**src/rtl/pcc_pkg.sv**
```systemverilog
package pcc_pkg;

  // longest frame that can still pass the check
  localparam int unsigned MaxFrameBytes = 128;

  localparam logic [15:0] CrcPoly   = 16'h1021;
  localparam logic [15:0] CrcMsb    = 16'h8000;
  localparam logic [15:0] CrcHiMask = 16'hFF00;
  localparam logic [15:0] CrcLoMask = 16'h00FF;

  localparam logic [7:0] CtrlHello = 8'h48;  // 'H'
  localparam logic [7:0] CtrlNbrs  = 8'h4E;  // 'N'
  localparam logic [7:0] CtrlMsg   = 8'h4D;  // 'M'
  localparam logic [7:0] CtrlSingle = 8'h53; // 'S'
  localparam logic [7:0] CtrlDouble = 8'h44; // 'D'
  localparam logic [7:0] CtrlFlood = 8'h46;  // 'F', any other second control floods

  localparam logic [7:0] CountMax = 8'hFF;

  typedef enum logic [2:0] {
    PKT_CORRUPT = 3'd0,
    PKT_HELLO   = 3'd1,
    PKT_NBRS    = 3'd2,
    PKT_FOR_ME  = 3'd3,
    PKT_RELAY   = 3'd4,
    PKT_DROP    = 3'd5,
    PKT_NONE    = 3'd6,
    PKT_FLOOD   = 3'd7
  } pkt_type_e;

  typedef struct packed {
    pkt_type_e   packet_type;
    logic [7:0]  source_address;
    logic [7:0]  dest_address;
    logic [15:0] computed_crc;
  } result_t;

  // one byte through crc-16 xmodem, msb first
  function automatic logic [15:0] crc_update(input logic [15:0] crc, input logic [7:0] b);
    logic [15:0] c;
    c = crc ^ {b, 8'h00};
    for (int k = 0; k < 8; k++) begin
      if ((c & CrcMsb) != 16'h0000) begin
        c = {c[14:0], 1'b0} ^ CrcPoly;
      end else begin
        c = {c[14:0], 1'b0};
      end
    end
    return c;
  endfunction

  // zero crc bytes are sent as 0xff
  function automatic logic [15:0] crc_patch(input logic [15:0] crc);
    logic [15:0] c;
    c = crc;
    if ((c & CrcHiMask) == 16'h0000) begin
      c = c | CrcHiMask;
    end
    if ((c & CrcLoMask) == 16'h0000) begin
      c = c | CrcLoMask;
    end
    return c;
  endfunction

endpackage

```
**src/rtl/pcc_intf.sv**
```systemverilog
interface pcc_in_if;
  logic       valid;
  logic       ready;
  logic [7:0] data_byte;
  logic       last_byte;
  logic       no_packet;

  modport source (output valid, data_byte, last_byte, no_packet, input ready);
  modport sink (input valid, data_byte, last_byte, no_packet, output ready);
endinterface

interface pcc_out_if;
  logic        valid;
  logic        ready;
  logic [2:0]  packet_type;
  logic [7:0]  source_address;
  logic [7:0]  dest_address;
  logic [15:0] computed_crc;

  modport source (output valid, packet_type, source_address, dest_address, computed_crc,
                  input ready);
  modport sink (input valid, packet_type, source_address, dest_address, computed_crc,
                output ready);
endinterface

interface pcc_cfg_if;
  logic       valid;
  logic       ready;
  logic [7:0] own_address;

  modport source (output valid, own_address, input ready);
  modport sink (input valid, own_address, output ready);
endinterface

```
**src/rtl/packet_crc_check_classifier_core.sv**
```systemverilog
// Frame checker and classifier for a byte-wide link receiver. Each input beat carries
// one frame byte with a last-byte mark, or an empty poll (no_packet). A CRC-16 XModem
// (poly 0x1021, init 0) runs over all bytes but the final two, zero CRC bytes are
// forced to 0xFF, and the result is compared with the trailer, high byte first. The
// last byte of a frame, or an empty poll, yields one result beat; middle bytes yield
// none. Frames under four bytes or over 128 bytes report corrupt. One input beat is
// taken per clock while the skid entry is empty; results are registered in the
// output register, or in the skid entry on a stall. A two-entry output buffer keeps
// input beats flowing while one result waits downstream. own_address is to be written
// over the config channel only while the block is idle; this is not enforced.
module packet_crc_check_classifier_core (
  input  logic      clk_i,
  input  logic      rst_ni,
  pcc_in_if.sink    in_i,
  pcc_cfg_if.sink   cfg_i,
  pcc_out_if.source out_o
);

  // frame state
  logic [15:0] crc_q, crc_d;
  logic [7:0]  held0_q, held0_d;
  logic [7:0]  held1_q, held1_d;
  logic [7:0]  count_q, count_d;
  logic [7:0]  ctrl0_q, ctrl0_d;
  logic [7:0]  ctrl1_q, ctrl1_d;
  logic [7:0]  sender_q, sender_d;
  logic [7:0]  target_q, target_d;
  logic [7:0]  own_addr_q;

  // output buffer: main register plus skid entry
  logic                 out_valid_q, skid_valid_q;
  pcc_pkg::result_t     out_data_q, skid_data_q;

  logic                 in_fire;
  logic                 res_valid;
  pcc_pkg::result_t     res;

  assign in_i.ready  = ~skid_valid_q;
  assign in_fire     = in_i.valid & in_i.ready;
  assign cfg_i.ready = 1'b1;

  // per-beat update and result
  always_comb begin
    logic [15:0] n_crc;
    logic [7:0]  n_h0, n_h1, n_cnt, n_c0, n_c1, n_src, n_dst;
    logic [15:0] patched;
    logic        ok;
    crc_d    = crc_q;
    held0_d  = held0_q;
    held1_d  = held1_q;
    count_d  = count_q;
    ctrl0_d  = ctrl0_q;
    ctrl1_d  = ctrl1_q;
    sender_d = sender_q;
    target_d = target_q;
    res_valid = 1'b0;
    res = '{packet_type: pcc_pkg::PKT_NONE, source_address: 8'h00,
            dest_address: 8'h00, computed_crc: 16'h0000};

    // take the byte
    n_c0  = (count_q == 8'd0) ? in_i.data_byte : ctrl0_q;
    n_c1  = (count_q == 8'd1) ? in_i.data_byte : ctrl1_q;
    n_src = (count_q == 8'd2) ? in_i.data_byte : sender_q;
    n_dst = (count_q == 8'd3) ? in_i.data_byte : target_q;
    n_crc = (count_q >= 8'd2) ? pcc_pkg::crc_update(crc_q, held0_q) : crc_q;
    n_h0  = held1_q;
    n_h1  = in_i.data_byte;
    n_cnt = (count_q != pcc_pkg::CountMax) ? count_q + 8'd1 : count_q;

    patched = pcc_pkg::crc_patch(n_crc);
    ok = (n_cnt >= 8'd4) && (n_cnt <= 8'(pcc_pkg::MaxFrameBytes)) &&
         (n_h0 == patched[15:8]) && (n_h1 == patched[7:0]);

    if (in_fire) begin
      if (in_i.no_packet) begin
        // empty poll: drop any partial frame
        res_valid = 1'b1;
        crc_d = 16'h0000; held0_d = 8'h00; held1_d = 8'h00; count_d = 8'h00;
        ctrl0_d = 8'h00; ctrl1_d = 8'h00; sender_d = 8'h00; target_d = 8'h00;
      end else if (in_i.last_byte) begin
        res_valid = 1'b1;
        res.source_address = n_src;
        res.dest_address   = n_dst;
        res.computed_crc   = patched;
        if (!ok) begin
          res.packet_type = pcc_pkg::PKT_CORRUPT;
        end else if (n_c0 == pcc_pkg::CtrlHello) begin
          res.packet_type = pcc_pkg::PKT_HELLO;
        end else if (n_c0 == pcc_pkg::CtrlNbrs) begin
          res.packet_type = pcc_pkg::PKT_NBRS;
        end else if (n_c0 == pcc_pkg::CtrlMsg) begin
          if (n_dst == own_addr_q) begin
            res.packet_type = pcc_pkg::PKT_FOR_ME;
          end else if (n_c1 == pcc_pkg::CtrlSingle) begin
            res.packet_type = pcc_pkg::PKT_DROP;
          end else if (n_c1 == pcc_pkg::CtrlDouble) begin
            res.packet_type = pcc_pkg::PKT_RELAY;
          end else begin
            res.packet_type = pcc_pkg::PKT_FLOOD;
          end
        end else begin
          res.packet_type = pcc_pkg::PKT_NONE;
        end
        // frame done, back to reset values
        crc_d = 16'h0000; held0_d = 8'h00; held1_d = 8'h00; count_d = 8'h00;
        ctrl0_d = 8'h00; ctrl1_d = 8'h00; sender_d = 8'h00; target_d = 8'h00;
      end else begin
        crc_d = n_crc; held0_d = n_h0; held1_d = n_h1; count_d = n_cnt;
        ctrl0_d = n_c0; ctrl1_d = n_c1; sender_d = n_src; target_d = n_dst;
      end
    end
  end

  always_ff @(posedge clk_i or negedge rst_ni) begin
    if (!rst_ni) begin
      crc_q      <= 16'h0000;
      held0_q    <= 8'h00;
      held1_q    <= 8'h00;
      count_q    <= 8'h00;
      ctrl0_q    <= 8'h00;
      ctrl1_q    <= 8'h00;
      sender_q   <= 8'h00;
      target_q   <= 8'h00;
      own_addr_q <= 8'h00;
    end else begin
      crc_q    <= crc_d;
      held0_q  <= held0_d;
      held1_q  <= held1_d;
      count_q  <= count_d;
      ctrl0_q  <= ctrl0_d;
      ctrl1_q  <= ctrl1_d;
      sender_q <= sender_d;
      target_q <= target_d;
      if (cfg_i.valid) begin
        own_addr_q <= cfg_i.own_address;
      end
    end
  end

  // output buffer control; the skid entry only fills while the main register stalls
  always_ff @(posedge clk_i or negedge rst_ni) begin
    if (!rst_ni) begin
      out_valid_q  <= 1'b0;
      skid_valid_q <= 1'b0;
    end else if (!out_valid_q || out_o.ready) begin
      if (skid_valid_q) begin
        out_valid_q  <= 1'b1;
        skid_valid_q <= 1'b0;
      end else begin
        out_valid_q <= res_valid;
      end
    end else if (res_valid) begin
      skid_valid_q <= 1'b1;
    end
  end

  always_ff @(posedge clk_i) begin
    if (!out_valid_q || out_o.ready) begin
      out_data_q <= skid_valid_q ? skid_data_q : res;
    end else if (res_valid) begin
      skid_data_q <= res;
    end
  end

  assign out_o.valid          = out_valid_q;
  assign out_o.packet_type    = out_data_q.packet_type;
  assign out_o.source_address = out_data_q.source_address;
  assign out_o.dest_address   = out_data_q.dest_address;
  assign out_o.computed_crc   = out_data_q.computed_crc;

endmodule
```
**src/flat_wrapper.sv**
```systemverilog
// flat-port wrapper written by rule: the top's interface ports become plain ports
module packet_crc_check_classifier_core_flat 
  (clk_i, rst_ni, in_i_valid, in_i_data_byte, in_i_last_byte, in_i_no_packet, in_i_ready, cfg_i_valid, cfg_i_own_address, cfg_i_ready, out_o_valid, out_o_packet_type, out_o_source_address, out_o_dest_address, out_o_computed_crc, out_o_ready);
  pcc_in_if in_i_i ();
  pcc_cfg_if cfg_i_i ();
  pcc_out_if out_o_i ();
  input  logic clk_i;
  input  logic rst_ni;
  input wire logic [$bits(in_i_i.valid)-1:0] in_i_valid;
  input wire logic [$bits(in_i_i.data_byte)-1:0] in_i_data_byte;
  input wire logic [$bits(in_i_i.last_byte)-1:0] in_i_last_byte;
  input wire logic [$bits(in_i_i.no_packet)-1:0] in_i_no_packet;
  output wire logic [$bits(in_i_i.ready)-1:0] in_i_ready;
  input wire logic [$bits(cfg_i_i.valid)-1:0] cfg_i_valid;
  input wire logic [$bits(cfg_i_i.own_address)-1:0] cfg_i_own_address;
  output wire logic [$bits(cfg_i_i.ready)-1:0] cfg_i_ready;
  output wire logic [$bits(out_o_i.valid)-1:0] out_o_valid;
  output wire logic [$bits(out_o_i.packet_type)-1:0] out_o_packet_type;
  output wire logic [$bits(out_o_i.source_address)-1:0] out_o_source_address;
  output wire logic [$bits(out_o_i.dest_address)-1:0] out_o_dest_address;
  output wire logic [$bits(out_o_i.computed_crc)-1:0] out_o_computed_crc;
  input wire logic [$bits(out_o_i.ready)-1:0] out_o_ready;
  assign in_i_i.valid = in_i_valid;
  assign in_i_i.data_byte = in_i_data_byte;
  assign in_i_i.last_byte = in_i_last_byte;
  assign in_i_i.no_packet = in_i_no_packet;
  assign in_i_ready = in_i_i.ready;
  assign cfg_i_i.valid = cfg_i_valid;
  assign cfg_i_i.own_address = cfg_i_own_address;
  assign cfg_i_ready = cfg_i_i.ready;
  assign out_o_valid = out_o_i.valid;
  assign out_o_packet_type = out_o_i.packet_type;
  assign out_o_source_address = out_o_i.source_address;
  assign out_o_dest_address = out_o_i.dest_address;
  assign out_o_computed_crc = out_o_i.computed_crc;
  assign out_o_i.ready = out_o_ready;
  packet_crc_check_classifier_core u_core (.clk_i(clk_i), .rst_ni(rst_ni), .in_i(in_i_i), .cfg_i(cfg_i_i), .out_o(out_o_i));
endmodule
```
**config.mk**
```make
export PLATFORM = sky130hd
export DESIGN_NAME = packet_crc_check_classifier_core_flat
export DESIGN_NICKNAME = d
export VERILOG_FILES = /design/src/rtl/pcc_pkg.sv /design/src/rtl/pcc_intf.sv /design/src/rtl/packet_crc_check_classifier_core.sv /design/src/flat_wrapper.sv
export SDC_FILE = /design/constraint.sdc
export NUM_CORES = 1
export LEC_CHECK = 0
export ABC_AREA = 1
export ABC_CLOCK_PERIOD_IN_PS = 4500
export BUFFER_PORTS_ARGS = -buffer_cell sky130_fd_sc_hd__buf_4
export CORE_UTILIZATION = 47
export DETAILED_ROUTE_END_ITERATION = 16
export HOLD_SLACK_MARGIN = 0.03
export PLACE_DENSITY = 0.65
export SETUP_SLACK_MARGIN = 0.3
export SKIP_CTS_REPAIR_TIMING = 1
export SLEW_MARGIN = 0
export SYNTH_ARGS = -nofsm -noshare
export SYNTH_HDL_FRONTEND = slang
export SYNTH_SLANG_ARGS = --single-unit
```
**constraint.sdc**
```tcl
create_clock -name clk_i -period 4.5 [get_ports clk_i]
set_input_delay 0.9 -clock clk_i [delete_from_list [all_inputs] [get_ports clk_i]]
set_output_delay 0.9 -clock clk_i [all_outputs]
set_load 0.02 [all_outputs]
```
# Word level (Yosys, flattened, before mapping)

Cells that the tools add are included.

Flip-flop bits (word level): 152
Memories kept: 0
Logic and storage cells: 106
ROM bits: 0
Bits in latches: 0
RAM bits: 0
Output and inout bits: 38
Bits of input ports: 23

Order comparisons: 3
Multipliers: 0
Muxes and demuxes: 49
Bitwise operators: 12
Add/subtract/negate cells: 1
Reductions and logical operators: 10
Equal/unequal tests: 12
Divide/modulo/power cells: 0
Shift-type cells: 0

Operator list:

| kind                                                               | number |
|---|---|
| 2-to-1 mux 8 bit                                                   | 20 |
| 2-to-1 mux 35 bit                                                  | 4 |
| 2-to-1 mux 13 bit                                                  | 8 |
| 2-to-1 mux 16 bit                                                  | 4 |
| == test 8 x 7 -> 1 bit (second input constant)                     | 5 |
| zero test 16 bit                                                   | 2 |
| == test 8 bit                                                      | 3 |
| inverter 3 bit                                                     | 8 |
| 2-to-1 mux 3 bit                                                   | 6 |
| == test 8 x 2 -> 1 bit (second input constant)                     | 2 |
| bitwise XOR 16 bit                                                 | 1 |
| adder 8 x 1 -> 8 bit (second input constant)                       | 1 |
| == test 8 x 1 -> 1 bit (second input constant)                     | 1 |
| greater-or-equal comparator 8 x 2 -> 1 bit (second input constant) | 1 |
| greater-or-equal comparator 8 x 3 -> 1 bit (second input constant) | 1 |
| <= comparator 8 bit (second input constant)                        | 1 |
| zero test 8 bit                                                    | 1 |
| inequality test 8 bit (second input constant)                      | 1 |
| 2-to-1 mux 1 bit                                                   | 6 |
| logical AND 1 bit                                                  | 3 |
| 2-to-1 mux 2 bit                                                   | 1 |
| inverter 1 bit                                                     | 2 |
| AND reduction 2 bit                                                | 1 |
| nonzero test 2 bit                                                 | 1 |
| other kinds (3)                                                    | 3 |

# Logic depth before layout (Yosys ltp)

Word-level depth: 29
Depth in mapped cells: 22
Mapped depth without buffers: 21

# Least setup slack after synthesis

Ideal clock, no wire load.

Path kind: input-to-reg
Start point: input port out_o_ready
End point: register u_core.skid_data_q[0] (netlist name) (enable)
Required time: 4030 ps
Stages on the path: 3
Arrival time: 4241 ps
Buffers on the path: 0
Library setup time: 470 ps
Path slack: -212 ps
Path through: inv_1 nand2_1 nor3_1

Longest elaborated chain between the ends: 3

RTL lines:

| element                       | RTL line                                | source |
|---|---|---|
| start: declaration            | flat_wrapper.sv:22                      | `input wire logic [$bits(out_o_i.ready)-1:0] out_o_ready;` |
| logical OR 1 bit              | packet_crc_check_classifier_core.sv:158 | `if (!out_valid_q \|\| out_o.ready) begin` |
| inverter 1 bit (no line)      | n/a                                     |  |
| AND reduction 2 bit (no line) | n/a                                     |  |
| end signal: assignment        | packet_crc_check_classifier_core.sv:161 | `skid_data_q <= res;` |
| end: declaration              | packet_crc_check_classifier_core.sv:32  | `pcc_pkg::result_t out_data_q, skid_data_q;` |

Every way passes these cells.
A chain may end at the register's enable or synchronous reset.

# Worst setup path after layout

Start point: register u_core.count_q[0]
End point: register u_core.out_data_q (netlist bit u_core.out_o.packet_type[1]), data pin

Longest elaborated chain between the ends: 14
Elaborated cells between the ends (all ways): 39
Those cells by class: add/sub (1); order compare (3); eq/ne (11); mux (18); reduce/logical (6)

RTL lines:

| element                                                                            | RTL line                                | source |
|---|---|---|
| start: declaration                                                                 | packet_crc_check_classifier_core.sv:23  | `logic [7:0] count_q, count_d;` |
| start signal: assignment                                                           | packet_crc_check_classifier_core.sv:129 | `count_q <= count_d;` |
| branches (longest 9 deep; another with greater-or-equal comparator 8 x 2 -> 1 bit) | n/a                                     |  |
| 2-to-1 mux 3 bit (*)                                                               | packet_crc_check_classifier_core.sv:85  | `if (!ok) begin` |
| 2-to-1 mux 35 bit (*)                                                              | packet_crc_check_classifier_core.sv:80  | `end else if (in_i.last_byte) begin` |
| 2-to-1 mux 35 bit (*)                                                              | packet_crc_check_classifier_core.sv:75  | `if (in_i.no_packet) begin` |
| 2-to-1 mux 35 bit (*)                                                              | packet_crc_check_classifier_core.sv:74  | `if (in_fire) begin` |
| 2-to-1 mux 35 bit (*)                                                              | packet_crc_check_classifier_core.sv:159 | `out_data_q <= skid_valid_q ? skid_data_q : res;` |
| end signal: assignment                                                             | packet_crc_check_classifier_core.sv:159 |  |
| end: declaration                                                                   | packet_crc_check_classifier_core.sv:32  |  |

Mark *: on every way between the ends.

==> run metrics <==
largest net degree at the start of global routing=65; Pins Over Slew Limit=0; clock-pin slew on the worst setup and hold paths=60 ps; Top FF cell, synth=dfrtp_1; Rows=46; worst-margin pin slew=969.6 ps; max reg flops=35; Placer Congestion=0.8760; syn_area_per_cell=8.541 µm²; crit end category=register; CTS tree=yes; top-count cell post-synth=nand2_1; CTS Buf Count=17; fin util=55.43%; peak supply drop=0.2835 mV; Max Cap Viol=0; total number of vias=6063; DR iter-0 viols=494; Core ar.=15830 µm²; antenna viol nets, final=0; WP data required=4790 ps; initial antenna violation count=0; Distinct cells, synth=34; Hold Crit Class=reg -> reg; crit start category=register; WL final=18150 µm; Post-synth EDFFs=70; Most flops, register=u_core.skid_data_q; via/cell ratio=5.178; LEAKAGE=3.963 nW; relative slew slack=35.12%; GRT Util Overall=23.62%; # setup viols final=0; Die X-Extent=129.0 µm; Ant. Diodes=0; vias in the first global route=5683; IO Pins=61; Final nets=969; cell area after layout=8773 µm²; Worst Path Arrival=3420 ps; Setup CP Type=reg -> reg; outcome=finished clean; CTS root buffer=clkbuf_16; clk buf depth=2; Yosys top cell by area=edfxtp_1; Layout area overhead=15.67%; top post-synthesis cells by count=nand2_1, o21ai_0, inv_1; yosys warns=0; Yosys top cell area share=27.71%; CTS Sinks=152; FF+latch count, synth=152; TNS Setup=0 ps; WL per Instance=15.50 µm; Post-Syn Area=7585 µm²; layout cell share with drive strength beyond 1=15.71%; worst slack at placement=1411 ps; Pre-antenna DRT Iters=5; Layout Cells excl Fill=1171; Final min period=3128 ps; syn_nets=915; Mapped Cells=888; global-route wire length before repair=29580 µm; area of the die=16650 µm²; RSZ-0062 raised after global routing=false; Tcrit/Tclk final=69.51%; DP Area=8220 µm²; setup ws final=1372 ps; Max Clock Skew=6.579 ps; I/O Buffers=59; chip height=129.0 µm; top post-synthesis cells by area=edfxtp_1, dfrtp_1, nand2_1; Async S/R FF share, synth=53.95%; Placed Cells=1139; H-Tree Depth=4; FMAX=0.3197 GHz; post-DP HPWL=12560 µm; final hold violations=0; register area share after synthesis=54.77%; highest fanout seen on the critical path=13; grt ovf=0; drt drc=0; Clk Latency, worst-skew pair=430 ps; Starting Density=47.92%; reg-to-reg slack, setup=1370 ps; P per Cell Area=440.7 nW/µm²
-- final cells by class --
type / instances / area (µm²)
fill: 1448 / 7054
sequential: 152 / 4154
multi-input combinational: 605 / 2910
timing repair buffer: 70 / 525.5
clock buffer: 18 / 439.2
inverter: 96 / 360.3
tap: 216 / 270.3
clock inverter: 14 / 113.9
-- critical path, cell delays in order (launching register included) --
cell     delay (ps)
dfrtp_1         370
inv_1           120
ha_1            220
inv_1            90
nand3_2         100
nor2_4          300
nor2_1          140
nor2_2          230
nand2_1          80
nor2_1          130
nand3_2         300
nand2_1         220
o21ai_0         100
nor2_1          110
nand2_1          70
nor2_2          120
nand4_1         120
a21oi_1         140
-- cell usage in the layout, fill, tap and decap left out, types with 2 or more instances in the layout --
cell type  instances
nand3_1           36
nand3_2            4
nand2_1          273
nor2_2            13
mux2_2             6
inv_6              6
inv_1             86
clkbuf_16         17
nand2_2            7
buf_4             70
clkinv_4           2
clkinv_2           2
nor3_1             6
a21oi_1            4
nand4_1            9
nor2_4             2
ha_1               4
nor2_1            69
inv_8              2
xor2_1            15
o21ai_0          102
edfxtp_1          70
inv_2              8
clkinv_1           3
o21ai_2            2
o21ai_1            3
dfrtp_1           82
o22ai_1           37
nand2_4            5
-- metal layers --
metal	GRT usage (%)	vias up	wire, µm
met1	32.82	2810	8395
li1	-	3026	-
met3	4.500	33	987
met4	11.14	0	545
met5	0	-	0
met2	35.90	194	8225
-- worst paths after layout --
check                             startpoint                           to  cells after the start
min                        u_core.ctrl0_q[4]            u_core.ctrl0_q[4]                      2
max                        u_core.count_q[0]  u_core.out_o.packet_type[1]                     17
min reg2reg                u_core.ctrl0_q[4]            u_core.ctrl0_q[4]                      2
max in group asynchronous             rst_ni            u_core.count_q[4]                      2
min in group asynchronous             rst_ni           u_core.sender_q[2]                      1
max reg2reg                u_core.count_q[0]  u_core.out_o.packet_type[1]                     17
-- report_power, final --
group | internal (mW) | switching (mW)
Clock | 0.734 | 0.617
Sequential | 1.56 | 0.0394
Combinational | 0.267 | 0.643
-- cells by family after synthesis --
group / after synthesis / synth area share (%)
mux: 6 / 0.8907
xor+xnor: 16 / 1.947
flops: 152 / 54.77
fa+ha+maj: 4 / 0.6599
other cells: 1 / 0.04944
buf+inv: 131 / 7.044
simple gates: 427 / 23.85
compound gates: 151 / 10.79
-- through the flow --
step / power [mW] / hold WS [ps]
2_1_floorplan: 2.274 / 447.9
3_3_place_gp: 2.531 / 460.8
3_5_place_dp: 2.537 / 469.2
4_1_cts: 3.879 / 485.0
5_1_grt: 4.063 / 501.0
6_report: 3.866 / 485.6
Power figures use the tool's default switching activity.
